`src/hw/rtl/hbtb_pkg.sv`:
```
// Shared types and constants for the height band texture blend.
// Used by every module in hw/rtl; depends on nothing.
package hbtb_pkg;

	localparam int unsigned LANES     = 4;
	localparam int unsigned HFRAC     = 6;
	localparam int unsigned DIV_BITS  = 17;
	localparam int unsigned HS_W      = 18;
	localparam int unsigned ARITH_W   = 22;
	localparam int unsigned PROD_W    = DIV_BITS + 8;
	localparam int unsigned SUM_W     = PROD_W + 2;
	localparam int unsigned LATENCY   = DIV_BITS + 4;

	localparam logic [1:0] REG_MIN_HEIGHT = 2'd0;
	localparam logic [1:0] REG_MAX_HEIGHT = 2'd1;
	localparam logic [1:0] REG_TILE_COUNT = 2'd2;

	typedef struct packed {
		logic [PROD_W-1:0] r;
		logic [PROD_W-1:0] g;
		logic [PROD_W-1:0] b;
	} prod_t;

	// Clamp the tile count register to 1..LANES.
	function automatic logic [2:0] eff_tiles(input logic [2:0] cnt);
		logic [2:0] res;
		res = cnt;
		if (cnt == 3'd0) begin
			res = 3'd1;
		end else if (cnt > 3'(LANES)) begin
			res = 3'(LANES);
		end
		return res;
	endfunction

endpackage

```
`src/hw/rtl/hbtb_merge.sv`:
```
// Merge stage: sums the lane products, truncates and saturates each
// channel. Depends on hbtb_pkg.
module hbtb_merge (
	input  logic                                    clk,
	input  hbtb_pkg::prod_t [hbtb_pkg::LANES-1:0]   prod,
	output logic [7:0]                              red_q,
	output logic [7:0]                              green_q,
	output logic [7:0]                              blue_q,
	output logic                                    ovf_q
);

	localparam logic [hbtb_pkg::SUM_W-1:0] LIMIT = hbtb_pkg::SUM_W'(255) << 16;

	logic [hbtb_pkg::SUM_W-1:0] sr, sg, sb;

	// Add the lanes.
	always_comb begin
		sr = '0;
		sg = '0;
		sb = '0;
		for (int i = 0; i < hbtb_pkg::LANES; i++) begin
			sr = sr + hbtb_pkg::SUM_W'(prod[i].r);
			sg = sg + hbtb_pkg::SUM_W'(prod[i].g);
			sb = sb + hbtb_pkg::SUM_W'(prod[i].b);
		end
	end

	// Saturate above 255.
	always_ff @(posedge clk) begin
		red_q   <= (sr > LIMIT) ? 8'hFF : sr[23:16];
		green_q <= (sg > LIMIT) ? 8'hFF : sg[23:16];
		blue_q  <= (sb > LIMIT) ? 8'hFF : sb[23:16];
		ovf_q   <= (sr > LIMIT) || (sg > LIMIT) || (sb > LIMIT);
	end

endmodule

```
`config.mk`:
```
export PLATFORM = sky130hd
export DESIGN_NAME = hbtb_merge
export DESIGN_NICKNAME = d
export VERILOG_FILES = /design/src/hw/rtl/hbtb_pkg.sv /design/src/hw/rtl/hbtb_merge.sv
export SDC_FILE = /design/constraint.sdc
export NUM_CORES = 1
export LEC_CHECK = 0
export ABC_CLOCK_PERIOD_IN_PS = 6100
export BUFFER_PORTS_ARGS = -buffer_cell sky130_fd_sc_hd__buf_4
export CELL_PAD_IN_SITES_DETAIL_PLACEMENT = 1
export CELL_PAD_IN_SITES_GLOBAL_PLACEMENT = 1
export CORE_UTILIZATION = 37
export CTS_BUF_LIST = sky130_fd_sc_hd__clkbuf_2
export CTS_CLUSTER_SIZE = 25
export DETAILED_ROUTE_END_ITERATION = 10
export PLACE_DENSITY_LB_ADDON = 0.1
export RECOVER_POWER = 50
export SLEW_MARGIN = 20
export SYNTH_ARGS = -nofsm -noshare
export SYNTH_HDL_FRONTEND = slang
export SYNTH_SLANG_ARGS = --single-unit
```
`constraint.sdc`:
```
create_clock -name clk -period 6.1 [get_ports clk]
set_input_delay 0.61 -clock clk [delete_from_list [all_inputs] [get_ports clk]]
set_output_delay 0.61 -clock clk [all_outputs]
set_load 0.01 [all_outputs]
```
[After elaboration in Yosys (flattened, before gate mapping)]
Cells that the tools add are included.
Cells by class
  add/sub/neg operators: 9
  reductions and logical operators: 2
  magnitude comparators: 3
Operator list (number)
  adder 26 x 25 -> 27 bit: 3
  adder 27 x 25 -> 27 bit: 3
  greater-than comparator 27 x 24 -> 1 bit (second input constant): 3
  adder 25 x 25 -> 26 bit: 3
  logical OR 1 bit: 2
Storage, ports and cells
  bits in registers: 25
  bits of input ports: 301
  logic and storage cells: 18
  output and inout port bits: 25

[Longest topological paths before layout]
  depth in word-level cells: 6
  gate-level depth with buffers: 17
  depth with buffers taken out: 17

[Worst setup path before layout]
No wires, ideal clock.
  path type: input port to flip-flop
  start point: input prod[51] (netlist bit)
  end point: register ovf_q
  cell stages on the path: 17
  path buffers: 0
  path slack: 1.447 ns
  data required time: 6.036 ns
  library setup time: 0.064 ns
  arrival: 4.589 ns
  path through: inv_1 > fa_1 > inv_1 > fa_1 > ha_1 > inv_1 > fa_1 > and2b_1 > o2111ai_2 > a221oi_2 > nor2_2 > o31ai_2 > xor2_1 > nand4_1 > or4_1 > o41a_1 > nand4_1
Between the ends
  word-level cells in the longest chain between the ends: 6
RTL lines
  from (decl): RTL line hbtb_merge.sv:5  | input hbtb_pkg::prod_t [hbtb_pkg::LANES-1:0] prod,
  adder 25 x 25 -> 26 bit: RTL line hbtb_merge.sv:22  | sr = sr + hbtb_pkg::SUM_W'(prod[i].r);
  adder 26 x 25 -> 27 bit: RTL line hbtb_merge.sv:22
  adder 27 x 25 -> 27 bit: RTL line hbtb_merge.sv:22
  greater-than comparator 27 x 24 -> 1 bit: RTL line hbtb_merge.sv:33  | ovf_q <= (sr > LIMIT) || (sg > LIMIT) || (sb > LIMIT);
  logical OR 1 bit (2 in series): RTL line hbtb_merge.sv:33
  to (signal assigned): RTL line hbtb_merge.sv:33
  to (decl): RTL line hbtb_merge.sv:9  | output logic ovf_q
No other way between the ends.
A chain may end at the register's enable or synchronous reset.

[Worst setup path after layout]
  start point: input prod[1] (netlist bit)
  end point: register ovf_q
Between the ends
  word-level cells in the longest chain between the ends: 5
RTL lines
  adder 25 x 25 -> 26 bit: RTL line hbtb_merge.sv:24  | sb = sb + hbtb_pkg::SUM_W'(prod[i].b);
  adder 26 x 25 -> 27 bit: RTL line hbtb_merge.sv:24
  adder 27 x 25 -> 27 bit: RTL line hbtb_merge.sv:24
  greater-than comparator 27 x 24 -> 1 bit: RTL line hbtb_merge.sv:33
  logical OR 1 bit: RTL line hbtb_merge.sv:33
No other way between the ends.

==> results.py <==
metrics = {
    "die": {
        "fp.dieH_um": 158,
        "core_um2": 23700,
        "die_w_um": 158,
        "dieArea_um2": 25000,
        "start_util_pct": 38.0,
        "rows": 56,
        "io_pins": 326,
    },
    "grt": {
        "grt.total_usage_pct": 20.4,
        "grt_pass1_vias": 9165,
        "antenna_found_initial": 0,
        "grt-ovfl-total": 0,
        "grt_pass1_wl_um": 41100,
        "grt_max_degree": 14,
    },
    "synthesis": {
        "synth_edf_count": 0,
        "syn_nets": 1690,
        "synth_area_leaders": "fa_1, inv_1, ha_1",
        "ys_seq_area_share_pct": 5.56,
        "yosys.area.top_type_share_pct": 33.4,
        "syn_area_per_cell_um2": 7.76,
        "synth_cells": 1161,
        "async_reset_ff_share_pct": 0,
        "ys_ff_latch": 25,
        "ys_types": 65,
        "synth.largest_area_cell": "fa_1",
        "syn_area_um2": 9000,
        "yosysWarnings": 0,
        "synth_ff_type": "dfxtp_1",
    },
    "cells_and_area": {
        "register_area_um2": 500,
        "stdcell_area_um2": 11700,
        "drive_gt1_share_pct": 21.6,
        "nets": 2009,
        "fillers": 3044,
        "most-common-layout-cells": "inv_1, buf_4, fa_1",
        "antennaDiodeCount": 0,
        "area_growth_pct": 30.3,
        "stdcell_count": 1798,
        "final_common_cell": "inv_1",
        "multi_input_area_um2": 6840,
    },
    "cts": {
        "cts_resized": 0,
        "cts_buffers": 3,
        "path_clk_slew_ns": 0.30,
        "postCtsHoldBufs": 0,
        "cts_tree": "done",
        "cts_root_buf": "clkbuf_2",
        "cts_setup_buffers": 0,
        "cts_buffer_depth": 2,
        "clock_sinks": 25,
        "h-tree-depth": 1,
    },
    "placed_design": {
        "port_buffers": 325,
        "dpl_cell_area_um2": 11800,
        "dp_cells": 1794,
        "routabilityCongestion": 0.858,
        "place.detailed.hpwl_um": 23700,
    },
    "setup_path": {
        "slowest_delay_ns": 0.53,
        "critPathRequiredTime_ns": 6.41,
        "arrival_ns": 5.16,
        "cp_cell_sequence": "buf_4, inv_1, fa_1, fa_1, inv_1, ha_1, fa_1, a21o_1, o21ai_0, a31oi_1, o32ai_1, o21ai_1, a31oi_1, mux2_2, nor4_4, o41a_1, nand4_1",
        "end_kind": "register",
        "critPathSlowestCell": "fa_1",
        "cp_num_buf_inv": 3,
        "crit_fanout": 8,
        "path_class": "in2reg",
        "cpMostUsedCell": "fa_1",
        "cp_top_family": "compound AO/OA/AOI/OAI gates",
        "start_kind": "input port",
    },
    "detailed_routing": {
        "dr.pass1.iters": 4,
        "drt_wl_total_um": 25400,
        "final_antenna_net_count": 0,
        "drtIter0Drc": 166,
        "drc_errors": 0,
        "wl_per_cell_um": 14.1,
        "viasPerCell": 4.78,
        "vias": 8589,
    },
    "timing": {
        "setup_tns_ns": 0,
        "rsz0062_at_grt": "false",
        "period_share_pct": 79.6,
        "worst_slew_pin_slew_ns": 0.721,
        "setup-violations-final": 0,
        "slew_viol_final": 0,
        "max-slew-margin-rel_pct": 50.7,
        "min_period_ns": 4.86,
        "finalHoldViolCount": 0,
        "fmax_ghz": 0.206,
    },
    "pwr": {
        "power.density_nw_per_um2": 234,
        "peakVddDrop_mv": 0.0943,
        "power_leakage_nw": 6.68,
    },
    "worst_hold_path": {
        "hp-start": "prod[249]",
        "holdPathStages": 5,
        "worstHoldEndpoint": "blue_q[5]$_SDFF_PN1_",
        "hold_path_class": "in2reg",
    },
    "outcome": {
        "status": "finished, final reports clean",
    },
    "flow_run": {
        "drv_cap": 0,
    },
}
-- cells in the mapped netlist, types with 3 or more instances --
master,number
and2_1,4
nor2b_1,5
nand4_1,11
a2111o_1,3
a21o_1,25
ha_1,78
nand3_1,17
nor3_1,16
a2111oi_0,3
a211o_1,4
mux2_2,3
o21ai_0,36
or4_1,3
nand2b_1,12
and3_1,8
o211ai_1,6
xor2_1,24
a221oi_1,3
clkbuf_1,10
fa_1,150
or2_2,3
a211oi_1,9
nand3b_1,4
o21ai_1,3
nand2_1,60
o2111ai_1,4
nor2_1,42
o21a_1,6
a21oi_1,70
o22ai_1,5
xnor2_1,16
dfxtp_1,25
o31ai_1,3
mux2i_1,4
nor4_1,4
inv_1,429
o221ai_1,4
nor3b_1,4
o21bai_1,7
a31oi_1,7
-- cells by family after synthesis --
kind of cell / share of synthesized area [%]
buf+inv: 18.4
fa+ha+maj: 44.2
compound gates: 16.2
simple gates: 10.9
xor+xnor: 3.89
flops: 5.56
mux: 0.820
-- through the flow --
step	hold WS [ns]	utilization (%)	total power [mW]	setup WS, ns
6_report	0.830	49.5	2.74	1.24
3_3_place_gp	1.01	49.8	2.66	0.941
3_5_place_dp	1.01	49.8	2.72	0.817
4_1_cts	0.814	49.9	2.81	1.29
2_1_floorplan	0.914	-	1.98	1.45
5_1_grt	0.812	49.5	3.08	0.957
-- how the worst max path moves through the flow --
stage	endpoint	from	cells after the start
global placement	ovf_q$_DFF_P_	prod[1]	17
global route	ovf_q$_DFF_P_	prod[1]	17
floorplan	ovf_q$_DFF_P_	prod[51]	17
detailed placement	ovf_q$_DFF_P_	prod[1]	17
finish	ovf_q$_DFF_P_	prod[1]	17
CTS	ovf_q$_DFF_P_	prod[1]	17
-- power breakdown --
part	switching [mW]	total, mW	internal, mW
combinational	1.40	2.45	1.05
sequential	0.0141	0.222	0.208
clock	0.0580	0.0752	0.0173
total	1.47	2.74	1.27
-- registers in the layout, summed over array words and instances, names as in the netlist --
| register | count |
|---|---|
| green_q | 8 |
| ovf_q | 1 |
| red_q | 8 |
| blue_q | 8 |
-- per-layer routing --
layer  global-route usage, %  wire length (um)  vias to the layer above
li1                        -                 -                     4195
met1                    23.3              9970                     4164
met2                    40.0             13600                      210
met3                    3.12              1490                       20
met4                    3.25               356                        0
met5                       0                 0                        -
-- layout make-up --
| class | count | share of cell area [%] |
|---|---|---|
| inverters | 429 | 13.7 |
| multi-input cells | 695 | 58.4 |
| clock buffers | 4 | 0.171 |
| flip-flops and latches | 25 | 4.27 |
| repair buffers | 326 | 20.1 |
| well taps | 319 | 3.40 |
Note: power is estimated with default switching activity, not from simulation.
