`src/hw/rtl/hbtb_pkg.sv`:
```
// Shared types and constants for the height band texture blend.
// Used by every module in hw/rtl; depends on nothing.
package hbtb_pkg;

	localparam int unsigned LANES     = 4;
	localparam int unsigned HFRAC     = 6;
	localparam int unsigned DIV_BITS  = 17;
	localparam int unsigned HS_W      = 18;
	localparam int unsigned ARITH_W   = 22;
	localparam int unsigned PROD_W    = DIV_BITS + 8;
	localparam int unsigned SUM_W     = PROD_W + 2;
	localparam int unsigned LATENCY   = DIV_BITS + 4;

	localparam logic [1:0] REG_MIN_HEIGHT = 2'd0;
	localparam logic [1:0] REG_MAX_HEIGHT = 2'd1;
	localparam logic [1:0] REG_TILE_COUNT = 2'd2;

	typedef struct packed {
		logic [PROD_W-1:0] r;
		logic [PROD_W-1:0] g;
		logic [PROD_W-1:0] b;
	} prod_t;

	// Clamp the tile count register to 1..LANES.
	function automatic logic [2:0] eff_tiles(input logic [2:0] cnt);
		logic [2:0] res;
		res = cnt;
		if (cnt == 3'd0) begin
			res = 3'd1;
		end else if (cnt > 3'(LANES)) begin
			res = 3'(LANES);
		end
		return res;
	endfunction

endpackage

```
`src/hw/rtl/hbtb_lane.sv`:
```
// One tile lane: pipelined restoring divider for the weight, then the
// weight times each colour channel. Depends on hbtb_pkg.
module hbtb_lane (
	input  logic                          clk,
	input  logic [hbtb_pkg::DIV_BITS-1:0] num,
	input  logic [hbtb_pkg::DIV_BITS-1:0] den,
	input  logic [23:0]                   color,
	output hbtb_pkg::prod_t               prod_s
);

	localparam int unsigned N = hbtb_pkg::DIV_BITS;

	logic [N:0]   rem_s [1:N-1];
	logic [N-1:0] den_s [1:N-1];
	logic [N-1:0] q_s   [1:N];
	logic [23:0]  col_s [1:N];

	// One quotient bit per stage, most significant first.
	for (genvar k = 0; k < N; k++) begin : g_step
		logic [N:0]   trial;
		logic [N-1:0] den_k;
		logic [N-1:0] q_k;
		logic [23:0]  col_k;
		logic         ge;
		if (k == 0) begin : g_first
			assign trial = {1'b0, num};
			assign den_k = den;
			assign q_k   = '0;
			assign col_k = color;
		end else begin : g_next
			assign trial = {rem_s[k][N-1:0], 1'b0};
			assign den_k = den_s[k];
			assign q_k   = q_s[k];
			assign col_k = col_s[k];
		end
		assign ge = trial >= {1'b0, den_k};

		// Carry the remainder and divisor to the next bit.
		if (k < N - 1) begin : g_carry
			always_ff @(posedge clk) begin
				rem_s[k+1] <= ge ? trial - {1'b0, den_k} : trial;
				den_s[k+1] <= den_k;
			end
		end

		always_ff @(posedge clk) begin
			q_s[k+1]   <= {q_k[N-2:0], ge};
			col_s[k+1] <= col_k;
		end
	end

	// Weight the channels.
	always_ff @(posedge clk) begin
		prod_s.r <= hbtb_pkg::PROD_W'(q_s[N] * col_s[N][23:16]);
		prod_s.g <= hbtb_pkg::PROD_W'(q_s[N] * col_s[N][15:8]);
		prod_s.b <= hbtb_pkg::PROD_W'(q_s[N] * col_s[N][7:0]);
	end

endmodule

```
`config.mk`:
```
export PLATFORM = sky130hd
export DESIGN_NAME = hbtb_lane
export DESIGN_NICKNAME = d
export VERILOG_FILES = /design/src/hw/rtl/hbtb_pkg.sv /design/src/hw/rtl/hbtb_lane.sv
export SDC_FILE = /design/constraint.sdc
export NUM_CORES = 2
export LEC_CHECK = 0
export ABC_AREA = 1
export BUFFER_PORTS_ARGS = -buffer_cell sky130_fd_sc_hd__buf_4
export CAP_MARGIN = 20
export CORE_ASPECT_RATIO = 0.6
export CORE_MARGIN = 2
export CORE_UTILIZATION = 50
export CTS_BUF_LIST = sky130_fd_sc_hd__clkbuf_4 sky130_fd_sc_hd__clkbuf_8 sky130_fd_sc_hd__clkbuf_16
export DETAILED_ROUTE_END_ITERATION = 10
export PLACE_DENSITY = 0.66
export SLEW_MARGIN = 40
export SYNTH_ARGS = -nofsm -noshare
export SYNTH_HDL_FRONTEND = slang
export SYNTH_SLANG_ARGS = --single-unit
```
`constraint.sdc`:
```
create_clock -name clk -period 6.88 [get_ports clk]
set_clock_uncertainty 0.15 [all_clocks]
set_input_delay 0.344 -clock clk [delete_from_list [all_inputs] [get_ports clk]]
set_output_delay 0.344 -clock clk [all_outputs]
set_load 0.03 [all_outputs]
```
After elaboration in Yosys (flattened, before gate mapping)
Memory sizes are Yosys's and may differ from the RTL's.
Cells that the tools add are included.
- input port bits: 59
- memories kept: 4
- logic and storage cells: 59
- flip-flop bits (word level): 75
- output and inout bits: 75
- bits in writable memories: 1257
- memories (memory ; depth ; width ; read ports ; clocked after Yosys merged registers in ; write ports ; RTL line ; RTL):
    col_s ; 17 ; 24 ; 17 ; 0 ; 17 ; hbtb_lane.sv:16 ; logic [23:0] col_s [1:N];
    q_s ; 17 ; 17 ; 17 ; 0 ; 17 ; hbtb_lane.sv:15 ; logic [N-1:0] q_s [1:N];
    rem_s ; 16 ; 18 ; 16 ; 0 ; 16 ; hbtb_lane.sv:13 ; logic [N:0] rem_s [1:N-1];
    den_s ; 16 ; 17 ; 16 ; 0 ; 16 ; hbtb_lane.sv:14 ; logic [N-1:0] den_s [1:N-1];
- muxes and demuxes: 16
- multipliers: 3
- order comparisons: 17
- $add $sub $neg: 16
- operators by type and width (kind ; count):
    $ge 18x17->1 ; 16
    $mux 18 ; 16
    $sub 18x17->18 ; 15
    $mul 17x8->25 ; 3
    $sub 17x17->18 ; 1
    $ge 17x17->1 ; 1

Longest topological paths before layout
An unclocked memory read counts as a cell.
- word-level depth: 3
- gate-level depth with buffers: 23
- gate-level depth less buffers: 21

Worst setup path before layout
No wires, ideal clock.
- path type: reg-to-reg
- from: register col_s[0][418] (netlist name)
- to: register prod_s[43] (netlist bit)
- stages on the path, launching flop included: 20
- clock period less this slack: 4.262 ns
- path buffers: 2
- arrival: 4.000 ns
- library setup time: 0.112 ns
- slack: 2.618 ns
- required time: 6.618 ns
- cell sequence: dfxtp_1 -> clkbuf_1 -> clkbuf_1 -> nand2_1 -> fa_1 -> inv_1 -> fa_1 -> fa_1 -> inv_1 -> fa_1 -> inv_1 -> ha_1 -> a21oi_1 -> nor2_1 -> nor2_1 -> inv_1 -> a21oi_1 -> nand2_1 -> nand2_1 -> nand2_1
- RTL lines (what ; RTL line ; RTL):
    end: declaration ; hbtb_lane.sv:8 ; output hbtb_pkg::prod_t prod_s

==> metrics.cfg <==
[sta]
fmax_mhz = 201
setup_viol = 0
finalSetupTns_ns = 0
drv_slew = 0
final_hold_viol_count = 0
slew_headroom_pct = 42.3
rsz0062_at_grt = no
max_slew.worst_pin.slew_ns = 0.865
post-route-period-util_pct = 72.3
finalCriticalPeriod_ns = 4.98
setup_ws_ns = 1.90

[finish]
drive_gt1_share_pct = 7.04
multiInputGateArea_um2 = 29700
syn2layout_area_growth_pct = 11.2
stdcell_area_um2 = 67600
regArea_um2 = 23600
nets = 8977
n_antenna_cell = 0
n_fill_cell = 11300
final_cells = 9914

[setup_path]
r2r-start = col_s[0][418]
r2r_slack_ns = 1.90
critical_path.slowest_cell = dfxtp_1
critPathRequiredTime_ns = 7.34
cp-end-kind = flip-flop
worstPathCellList = nand2_1 -> fa_1 -> fa_1 -> inv_1 -> fa_1 -> inv_1 -> fa_1 -> inv_1 -> ha_1 -> nand2_1 -> inv_1 -> nand2_1 -> o21bai_1 -> nand2_1 -> nand3_1 -> nand2_1
critPathKind = reg2reg
critPathLaunchType = flip-flop
cpMostUsedCell = nand2_1
r2r_cells = 16
slowest_delay_ns = 0.83
worstPathArrival_ns = 5.43
crit_start = col_s[0][418]
crit_fanout = 17

[grt]
grt.total_usage_pct = 25.0
grt_pass1_vias = 44100
antenna_found_initial = 4
grt_max_degree = 25
grt_pass1_wl_um = 246000
grt-ovfl-total = 0

[yosys]
ys_warn_count = 0
synth_seq_cells = 1180
syn_area_per_cell_um2 = 7.57
synth_cell_types = 38
synth_area_um2 = 60800
yosysTopAreaCell = dfxtp_1
syn_nets = 8800
synthTopCellsByArea = dfxtp_1 39%, nand2_1 17%, inv_1 11%, fa_1 9.4%, ha_1 8.7%
netlist_instances = 8032
synth_top_cell_area_share_pct = 38.9
yosysSeqAreaShare_pct = 38.9

[detailed_routing]
vias = 47400
drt-initial-drc-count = 4073
viasPerCell = 4.78
ant_nets = 0
finalWirelength_um = 154000
routedWlPerCell_um = 15.5
drcViolationCount = 0
drt_pre_antenna_iters = 7

[clocking]
ctsHtreeMaxLevel = 3
cts_tree = done
clkTransAtPathRegs_ns = 0.07
ctsRootBufferMaster = clkbuf_16
cts_inserted_buffers = 103
numClockSinks = 1180
postCtsSetupRepairBufs = 0
insertion_delay_ns = 0.77
cts_buffer_depth = 3
cts.repair.resized = 0

[placement]
place.gp.congestion = 0.938
post-dp-hpwl_um = 122000
pre_cts_ws_ns = 1.96
dp_cells = 9662
numPortBuffers = 133
placed_cell_area_um2 = 63200

[floorplan]
boundaryPins = 134
initial_core_util_pct = 50.2
row_count = 99
die_h_um = 274
die_w_um = 454
dieArea_um2 = 124000
fp.coreArea_um2 = 121000

[outcome]
status = completed

[run]
max_cap_violations = 0

[hold_path]
min_from = den[14]
worstHoldPathCells = 2
hold_path_class = in2reg

registers in the layout, indices dropped and copies added (netlist names):
name    count
q_s       153
col_s     408
den_s     272
rem_s     272
prod_s     75
final timing paths:
kind | endpoint
worst min-delay path | den_s[0][31]
worst max-delay path | prod_s[44]
worst max register to register | prod_s[44]
worst min register to register | col_s[0][360]
cell usage after synthesis:
| master | n |
|---|---|
| nand2_4 | 14 |
| inv_2 | 3 |
| a211oi_1 | 1 |
| nand3_1 | 373 |
| nand2_8 | 1 |
| a21o_1 | 5 |
| a21oi_1 | 218 |
| clkbuf_1 | 83 |
| buf_6 | 31 |
| buf_4 | 1 |
| nand2_1 | 2680 |
| nor2_1 | 320 |
| nor2_4 | 1 |
| nor3_2 | 1 |
| o21bai_1 | 6 |
| or2_2 | 37 |
| or2_1 | 15 |
| o21ai_0 | 50 |
| inv_1 | 1772 |
| xor2_1 | 101 |
| nand4_1 | 66 |
| and2_1 | 44 |
| nor3_1 | 34 |
| o2111ai_1 | 1 |
| nand3b_1 | 63 |
| a21boi_0 | 1 |
| nor2_2 | 53 |
| nand2_2 | 88 |
| o21ai_1 | 3 |
| o21a_1 | 1 |
| inv_4 | 15 |
| nor4_1 | 1 |
| xnor2_1 | 33 |
| buf_2 | 13 |
| nand3_2 | 14 |
| ha_1 | 423 |
| fa_1 | 286 |
| dfxtp_1 | 1180 |
through the flow:
stage	hold slack (ns)	util, %
3_3_place_gp	0.160	52.2
4_1_cts	0.0159	55.8
5_1_grt	0.0329	55.8
3_5_place_dp	0.162	52.2
2_1_floorplan	0.160	-
6_report	0.0782	55.8
placed cells by master, fill, tap and decap left out, drive strengths merged:
cell type    count
clkinvlp         6
o21a             1
fa             286
clkinv          37
xnor2           33
and2            44
a21o             5
nor3            35
inv           1798
bufinv          16
o21bai           6
nand3b          63
ha             423
buf            142
nand4           66
dfxtp         1180
or2             52
o2111ai          1
a211oi           1
nor2           374
dlygate4sd3     58
nand3          387
a21boi           1
xor2           101
o21ai           53
nor4             1
a21oi          218
nand2         2783
clkbuf         127
cell type report:
cell class | count | share of cell area (%)
Tap cell | 1616 | 2.99
Multi-Input combinational cell | 4934 | 43.9
Timing Repair Buffer | 200 | 2.44
Clock inverter | 67 | 1.45
Inverter | 1790 | 10.0
Clock buffer | 127 | 4.22
Sequential cell | 1180 | 35.0
metal layers:
metal | wire length [um] | GRT usage [%]
met4 | 1910 | 3.57
met3 | 13400 | 5.20
met5 | 0 | 0
met1 | 81700 | 41.2
met2 | 57200 | 33.0
logic make-up (layout without fill, tap and decap cells):
kind of cell / after synthesis / after routing / share of synthesized area, %
adders and majority gates: 709 / 709 / 18.1
DFF: 1180 / 1180 / 38.9
and+or+nand+nor: 3805 / 3805 / 26.3
AOI/OAI and AO/OA: 286 / 286 / 2.42
xor gates and xnor gates: 134 / 134 / 1.93
buffers and inverters: 1918 / 2184 / 12.3
repair_timing:
| item | in CTS | in global routing |
|---|---|---|
| hold endpoints to repair | 58 | 0 |
| hold buffers | 58 | 0 |
| setup endpoints to repair | 0 | 0 |
worst max-delay path, delay by kind of cell (launching register included):
kind / cells / cell delay, ns
flops: 1 / 0.83
compound gates: 1 / 0.43
simple gates: 6 / 0.77
fa+ha+maj: 5 / 2.38
buf+inv: 4 / 0.24
Power is left out: the tool's default activity adds up to more than one toggle a clock period on the data nets, which glitch-free logic cannot reach.
