<file path="config.mk">
export PLATFORM = sky130hd
export DESIGN_NAME = hbtb_front
export DESIGN_NICKNAME = d
export VERILOG_FILES = /design/src/hw/rtl/hbtb_pkg.sv /design/src/hw/rtl/hbtb_front.sv
export SDC_FILE = /design/constraint.sdc
export NUM_CORES = 1
export LEC_CHECK = 0
export ABC_AREA = 1
export ABC_CLOCK_PERIOD_IN_PS = 14400
export BUFFER_PORTS_ARGS = -buffer_cell sky130_fd_sc_hd__buf_4
export CAP_MARGIN = 5
export CORE_ASPECT_RATIO = 1.4
export CORE_MARGIN = 2
export CORE_UTILIZATION = 34
export CTS_CLUSTER_SIZE = 10
export DETAILED_ROUTE_END_ITERATION = 16
export GPL_TIMING_DRIVEN = 0
export PLACE_DENSITY = 0.5
export SLEW_MARGIN = 20
export SYNTH_ARGS = -nofsm -noshare
export SYNTH_HDL_FRONTEND = slang
export SYNTH_SLANG_ARGS = --single-unit
</file>
<file path="constraint.sdc">
create_clock -name clk -period 14.4 [get_ports clk]
set_input_delay 2.88 -clock clk [delete_from_list [all_inputs] [get_ports clk]]
set_output_delay 2.88 -clock clk [all_outputs]
set_load 0.1 [all_outputs]
</file>
<file path="src/hw/rtl/hbtb_pkg.sv">
// Shared types and constants for the height band texture blend.
// Used by every module in hw/rtl; depends on nothing.
package hbtb_pkg;

	localparam int unsigned LANES     = 4;
	localparam int unsigned HFRAC     = 6;
	localparam int unsigned DIV_BITS  = 17;
	localparam int unsigned HS_W      = 18;
	localparam int unsigned ARITH_W   = 22;
	localparam int unsigned PROD_W    = DIV_BITS + 8;
	localparam int unsigned SUM_W     = PROD_W + 2;
	localparam int unsigned LATENCY   = DIV_BITS + 4;

	localparam logic [1:0] REG_MIN_HEIGHT = 2'd0;
	localparam logic [1:0] REG_MAX_HEIGHT = 2'd1;
	localparam logic [1:0] REG_TILE_COUNT = 2'd2;

	typedef struct packed {
		logic [PROD_W-1:0] r;
		logic [PROD_W-1:0] g;
		logic [PROD_W-1:0] b;
	} prod_t;

	// Clamp the tile count register to 1..LANES.
	function automatic logic [2:0] eff_tiles(input logic [2:0] cnt);
		logic [2:0] res;
		res = cnt;
		if (cnt == 3'd0) begin
			res = 3'd1;
		end else if (cnt > 3'(LANES)) begin
			res = 3'(LANES);
		end
		return res;
	endfunction

endpackage

</file>
<file path="src/hw/rtl/hbtb_front.sv">
// Front end: scales the height and works out each tile's weight numerator
// and divisor. Depends on hbtb_pkg.
module hbtb_front (
	input  logic                                 clk,
	input  logic [15:0]                          height,
	input  logic [3:0][23:0]                     colors,
	input  logic [15:0]                          min_height,
	input  logic [15:0]                          max_height,
	input  logic [2:0]                           tile_count,
	output logic [hbtb_pkg::LANES-1:0][hbtb_pkg::DIV_BITS-1:0] num_s2,
	output logic [hbtb_pkg::LANES-1:0][hbtb_pkg::DIV_BITS-1:0] den_s2,
	output logic [3:0][23:0]                     col_s2
);

	logic [2:0]                             t_eff;
	logic [hbtb_pkg::HS_W-1:0]              hs_s1;
	logic [3:0][23:0]                       col_s1;
	logic signed [hbtb_pkg::ARITH_W-1:0]    d;
	logic signed [hbtb_pkg::ARITH_W-1:0]    one_t;
	logic signed [hbtb_pkg::ARITH_W-1:0]    hs;

	assign t_eff = hbtb_pkg::eff_tiles(tile_count);
	assign d     = hbtb_pkg::ARITH_W'($signed({1'b0, max_height}))
		- hbtb_pkg::ARITH_W'($signed({1'b0, min_height}));
	assign one_t = $signed(hbtb_pkg::ARITH_W'(t_eff) << hbtb_pkg::HFRAC);
	assign hs    = $signed(hbtb_pkg::ARITH_W'(hs_s1));

	// Scale the height by the tile count so band edges stay exact.
	always_ff @(posedge clk) begin
		hs_s1  <= hbtb_pkg::HS_W'(height * t_eff);
		col_s1 <= colors;
	end

	// Per lane: locate the height in the band and pick the slope.
	for (genvar i = 0; i < hbtb_pkg::LANES; i++) begin : g_lane
		logic signed [hbtb_pkg::ARITH_W-1:0] lo, pk, hi, num, den;
		logic                                ok;

		always_comb begin
			lo = $signed(hbtb_pkg::ARITH_W'(i)) * d;
			pk = $signed(hbtb_pkg::ARITH_W'(i + 1)) * d - one_t;
			hi = $signed(hbtb_pkg::ARITH_W'(i + 2)) * d - one_t;
			if (hs < pk) begin
				num = hs - lo;
				den = pk - lo;
			end else begin
				num = hi - hs;
				den = hi - pk;
			end
			ok = (hs >= lo) && (hs <= hi) && (den > 0) && (num >= 0)
				&& (3'(i) < t_eff);
		end

		// Hold an idle lane at zero weight.
		always_ff @(posedge clk) begin
			num_s2[i] <= ok ? num[hbtb_pkg::DIV_BITS-1:0] : '0;
			den_s2[i] <= ok ? den[hbtb_pkg::DIV_BITS-1:0] : hbtb_pkg::DIV_BITS'(1);
		end
	end

	always_ff @(posedge clk) begin
		col_s2 <= col_s1;
	end

endmodule

</file>
Yosys cells after proc, flatten, opt, wreduce, memory -nomap -nowiden
Index checks and enable logic that the tools add are counted.
{"block": "totals", "register_bits": 346, "output_inout_bits": 232, "word_cells": 92}
{"block": "op_classes", "n_lt_le_gt_ge": 25, "muxes": 10, "multipliers": 3, "n_addsub": 20, "n_reduce_logical": 17}
{"cell": "$mux 22", "count": 8}
{"cell": "$ge 22x1->1 const B", "count": 4}
{"cell": "$gt 22x1->1 const B", "count": 4}
{"cell": "$sub 21x19->22", "count": 2}
{"cell": "$sub 19x17->20", "count": 2}
{"cell": "$sub 19x18->20", "count": 2}
{"cell": "$le 19x22->1", "count": 1}
{"cell": "$sub 20x21->22", "count": 1}
{"cell": "$sub 21x10->22", "count": 1}
{"cell": "$sub 21x18->22", "count": 1}
{"cell": "$sub 22x19->22", "count": 1}
{"cell": "$sub 22x20->22", "count": 1}
{"cell": "$le 19x21->1", "count": 1}
{"cell": "$lt 19x21->1", "count": 1}
{"cell": "$mul 4x17->21 const A", "count": 1}
{"cell": "$sub 19x20->21", "count": 1}
{"cell": "$sub 20x10->21", "count": 1}
{"cell": "$sub 20x19->21", "count": 1}
{"cell": "$sub 20x20->21", "count": 1}
{"cell": "$ge 19x20->1", "count": 1}
{"cell": "$le 19x20->1", "count": 1}
{"cell": "$lt 19x20->1", "count": 1}
{"cell": "$mul 3x17->20 const A", "count": 1}
{"cell": "$sub 19x10->20", "count": 1}
{"cell": "17 further kinds", "count": 35}

Depth between registers and ports, before layout
{"block": "depth", "ltp_word": 10, "mapped_depth": 49, "ltp_nobuf": 47}

Least setup slack after synthesis
Ideal clock, no wire load.
{"block": "synth_timing", "kind": "input to register", "from": "input port max_height[0]", "to": "register num_s2[40] (netlist bit)", "slack_ns": 5.008, "path_stages": 38, "path_buffers": 2, "required_time_ns": 14.281, "arrival_ns": 9.273, "setup_ns": 0.119, "path_cell_list": "inv_1 -> ha_1 -> fa_1 -> inv_1 -> ha_1 -> ha_1 -> inv_1 -> fa_1 -> inv_1 -> nand2_1 -> nand3_1 -> xor2_1 -> ha_1 -> nand2_1 -> nor2_1 -> a211oi_1 -> nand2_1 -> nor2_4 -> [... 2 more ...] -> ha_1 -> nand2_1 -> o21ai_0 -> a21oi_1 -> o21ai_0 -> nand2_1 -> o211ai_4 -> nand3_4 -> buf_6 -> nand2_1 -> nand2_1 -> nor2_1 -> nand2_1 -> nor2_1 -> nand3_1 -> nand2_2 -> buf_8 -> nor2_2"}
{"block": "synth_between", "elab_chain_cells": 9}
{"item": "start: declaration", "line": "hbtb_front.sv:8", "text": "input logic [15:0] max_height,"}
{"item": "$sub 16x16->17 (*)", "line": "hbtb_front.sv:24", "text": "- hbtb_pkg::ARITH_W'($signed({1'b0, min_height}));"}
{"item": "$mul 3x17->20", "line": "hbtb_front.sv:41", "text": "pk = $signed(hbtb_pkg::ARITH_W'(i + 1)) * d - one_t;"}
{"item": "$sub 20x10->21", "line": "hbtb_front.sv:41"}
{"item": "$sub 20x21->22 (tied with other cells)", "line": "hbtb_front.sv:48", "text": "den = hi - pk;"}
{"item": "$mux 22", "line": "hbtb_front.sv:43", "text": "if (hs < pk) begin"}
{"item": "$gt 22x1->1", "line": "hbtb_front.sv:50", "text": "ok = (hs >= lo) && (hs <= hi) && (den > 0) && (num >= 0)"}
{"item": "$logic_and 1x1->1 (2 in a row)", "line": "hbtb_front.sv:50"}
{"item": "$logic_and 1x1->1", "line": "hbtb_front.sv:51", "text": "&& (3'(i) < t_eff);"}
{"item": "end signal: indexed assignment", "line": "hbtb_front.sv:56", "text": "num_s2[i] <= ok ? num[hbtb_pkg::DIV_BITS-1:0] : '0;"}
{"item": "end: declaration", "line": "hbtb_front.sv:10", "text": "output logic [hbtb_pkg::LANES-1:0][hbtb_pkg::DIV_BITS-1:0] num_s2,"}
Every way passes the cells marked *; elsewhere a longest branch is shown, timed or not.
A chain may end at the register's enable or synchronous reset.

Worst setup path after layout
{"block": "layout_timing", "from": "input port min_height[0]", "to": "register den_s2[48] (netlist bit)"}
{"block": "layout_between", "elab_chain_cells": 9}
{"item": "start: declaration", "line": "hbtb_front.sv:7", "text": "input logic [15:0] min_height,"}
{"item": "$sub 16x16->17 (*)", "line": "hbtb_front.sv:24"}
{"item": "$mul 3x17->20", "line": "hbtb_front.sv:41"}
{"item": "$sub 20x10->21", "line": "hbtb_front.sv:41"}
{"item": "$sub 20x21->22 (tied with other cells)", "line": "hbtb_front.sv:48"}
{"item": "$mux 22", "line": "hbtb_front.sv:43"}
{"item": "$gt 22x1->1", "line": "hbtb_front.sv:50"}
{"item": "$logic_and 1x1->1 (2 in a row)", "line": "hbtb_front.sv:50"}
{"item": "$logic_and 1x1->1", "line": "hbtb_front.sv:51"}
{"item": "end signal: indexed assignment", "line": "hbtb_front.sv:57", "text": "den_s2[i] <= ok ? den[hbtb_pkg::DIV_BITS-1:0] : hbtb_pkg::DIV_BITS'(1);"}
{"item": "end: declaration", "line": "hbtb_front.sv:11", "text": "output logic [hbtb_pkg::LANES-1:0][hbtb_pkg::DIV_BITS-1:0] den_s2,"}
Marked as above.

==> flow_summary.json <==
{
  "status": "finished, final reports clean",
  "ctsLongestPathBuffers": 3,
  "synth_edf_count": 0,
  "arrival_ns": 12.92,
  "grt.met3_usage_pct": 3.87,
  "period_share_pct": 86.4,
  "overflow": 0,
  "startpoint_type": "input port",
  "clk_latency_ns": 0.61,
  "cts_tree": "built",
  "cts_root_buf": "clkbuf_16",
  "min_period_ns": 12.44,
  "wire_per_inst_um": 22.0,
  "ys_ff_latch": 346,
  "io-pin-count": 380,
  "crit_path_max_fanout": 12,
  "synth_area_leaders": "dfxtp_1, ha_1, nand2_1, inv_1, xor2_1",
  "port_buffers": 378,
  "place_hpwl_mm": 102,
  "drt-total-wl_mm": 121,
  "fp-row-count": 123,
  "grt_busiest_layer": "met2",
  "viasPerCell": 5.05,
  "required_ns": 14.88,
  "diodes": 0,
  "fin_nets": 4938,
  "async_flop_share_pct": 0,
  "timing.final.hold_violations": 0,
  "die_x_um": 245,
  "antenna_found_initial": 0,
  "path_buf_inv": 6,
  "yosysSeqAreaShare_pct": 25.1,
  "fmax_mhz": 80.4,
  "worstMarginPinSlew_ns": 1.06,
  "synth_top_area_share_pct": 25.1,
  "syn_to_final_growth_pct": 19.8,
  "maxSlewViolCount": 0,
  "rsz0062_at_grt": "false",
  "dieArea_um2": 83500,
  "postRouteAntennaNets": 0,
  "setup-tns-final_ns": 0,
  "grt_pass1_vias": 27309,
  "htreeDepth": 2,
  "core_um2": 80300,
  "vias": 27725,
  "syn-num-nets": 4512,
  "cts_resized": 0,
  "synth_cells": 3991,
  "layout-drive-gt1-share_pct": 12.8,
  "synth_top_area_cell": "dfxtp_1",
  "gp_congestion": 1.01,
  "numCtsBuffers": 42,
  "cp-end-kind": "register",
  "fin_skew_ns": 0.0582,
  "relSlewSlack_pct": 29.3,
  "cts-hold-fix-buffers": 0,
  "drt_iter0_markers": 1666,
  "grt_pass1_wl_mm": 173,
  "drv_cap": 0,
  "grt_max_degree": 24,
  "setup_violations": 0,
  "min_path_type": "reg2reg",
  "grtUsageMet1_pct": 30.6,
  "synth.avg_cell_area_um2": 6.92,
  "yosys_most_used_dff": "dfxtp_1",
  "path_clk_slew_ns": 0.05,
  "drc": 0,
  "cp_top_family": "adder cells",
  "synth_cell_types": 65,
  "cts.sinks": 346,
  "critPathSlowestCell": "fa_2",
  "synth_area_um2": 27600,
  "ys.warnings.count": 0,
  "dr.pass1.iters": 5,
  "met2_usage_pct": 49.5,
  "initial_core_util_pct": 34.4,
  "track_usage_pct": 28.2,
  "postCtsSetupRepairBufs": 0,
  "fp.dieH_um": 341,
  "fin_util_pct": 41.2,
  "critPathKind": "in2reg",
  "max_stage_delay_ns": 1.02
}
-- final cells by class --
type,instances,area (um2)
Sequential cell,346,6930
Fill cell,8787,47300
Tap cell,1062,1330
Buffer,58,373
Inverter,579,2170
Multi-Input combinational cell,3008,18200
Clock inverter,7,111
Clock buffer,47,1090
Timing Repair Buffer,382,2890
-- worst paths after layout --
kind                       from          to  slack (ns)  depth (start not counted)
setup reg to reg       hs_s1[5]  den_s2[48]        8.94                         20
hold / removal       col_s1[72]  col_s2[72]        0.29                          0
setup / recovery  min_height[0]  den_s2[48]        1.96                         36
hold reg to reg      col_s1[72]  col_s2[72]        0.29                          0
-- worst register-to-register path, cell delays in order, from the launching register on --
cell and delay [ns]:
dfxtp_1 0.64, inv_1 0.37, ha_1 0.53, nand2_1 0.10, inv_1 0.13, a21oi_1 0.14
o21ai_2 0.26, a21oi_1 0.15, o21ai_0 0.31, nand2_1 0.19, o211ai_4 0.44, nand3_4 0.23
nand2_1 0.10, o21ai_0 0.23, nor2_1 0.31, nand2_1 0.09, nor2_1 0.25, nand3_1 0.16
nand2_2 0.35, buf_6 0.28, nor2_1 0.07
-- cell usage in the layout, fill, tap and decap left out, drive strengths merged, types with 5 or more instances in the layout --
master / count
fa: 47
inv: 579
clkbuf: 67
a21o: 12
o21ai: 219
o31ai: 10
nand4: 53
buf: 420
o21a: 6
xnor2: 86
a31oi: 21
a21oi: 249
and2: 8
o211ai: 12
clkinv: 6
ha: 326
nor2: 393
xor2: 166
a21boi: 13
nor3: 27
nand2: 1046
or2: 5
nand3: 215
o2111ai: 7
nand3b: 16
o21bai: 23
a211oi: 16
nor4: 11
dfxtp: 346
-- cells by family (layout without fill, tap and decap cells) --
group | Yosys count | count (layout) | share of synthesized area (%)
fa+ha+maj | 373 | 373 | 18.2
compound gates | 603 | 603 | 12.3
simple gates | 1778 | 1778 | 27.1
buf+inv | 637 | 1073 | 9.22
flops | 346 | 346 | 25.1
mux | 2 | 2 | 0.0725
xor+xnor | 252 | 252 | 8.02
-- registers in the layout, summed over array words and instances (netlist names) --
name    count
col_s1     96
col_s2     96
den_s2     68
hs_s1      18
num_s2     68
-- synthesized netlist by cell type (14+ instances only) --
| master | instances |
|---|---|
| a211oi_1 | 16 |
| a21oi_1 | 246 |
| a31oi_1 | 21 |
| buf_2 | 16 |
| clkbuf_1 | 18 |
| dfxtp_1 | 346 |
| fa_1 | 47 |
| ha_1 | 326 |
| inv_1 | 564 |
| inv_2 | 14 |
| nand2_1 | 1024 |
| nand2_2 | 19 |
| nand3_1 | 206 |
| nand3b_1 | 15 |
| nand4_1 | 51 |
| nor2_1 | 368 |
| nor2_2 | 20 |
| nor3_1 | 26 |
| o21ai_0 | 199 |
| o21ai_1 | 18 |
| o21bai_1 | 23 |
| xnor2_1 | 85 |
| xor2_1 | 166 |
-- through the flow --
step	area (um2)	hold WS (ns)	setup WS, ns	cells
6_report	33100	0.291	1.96	5489
5_1_grt	33100	0.298	1.94	5489
4_1_cts	33100	0.288	2.25	5489
3_5_place_dp	31900	0.312	1.64	5435
3_3_place_gp	31800	0.310	0.840	5431
2_1_floorplan	27600	0.310	5.01	3991
-- metal layers --
metal / vias up / wire length (um) / share of wire [%]
li1: 13712 / - / -
met1: 12685 / 45600 / 38
met2: 1017 / 57900 / 48
met3: 311 / 6460 / 5.4
met4: 0 / 10600 / 8.8
met5: - / 0 / 0
Power is left out: the tool's default activity adds up to more than one toggle a clock period on the data nets, which glitch-free logic cannot reach.
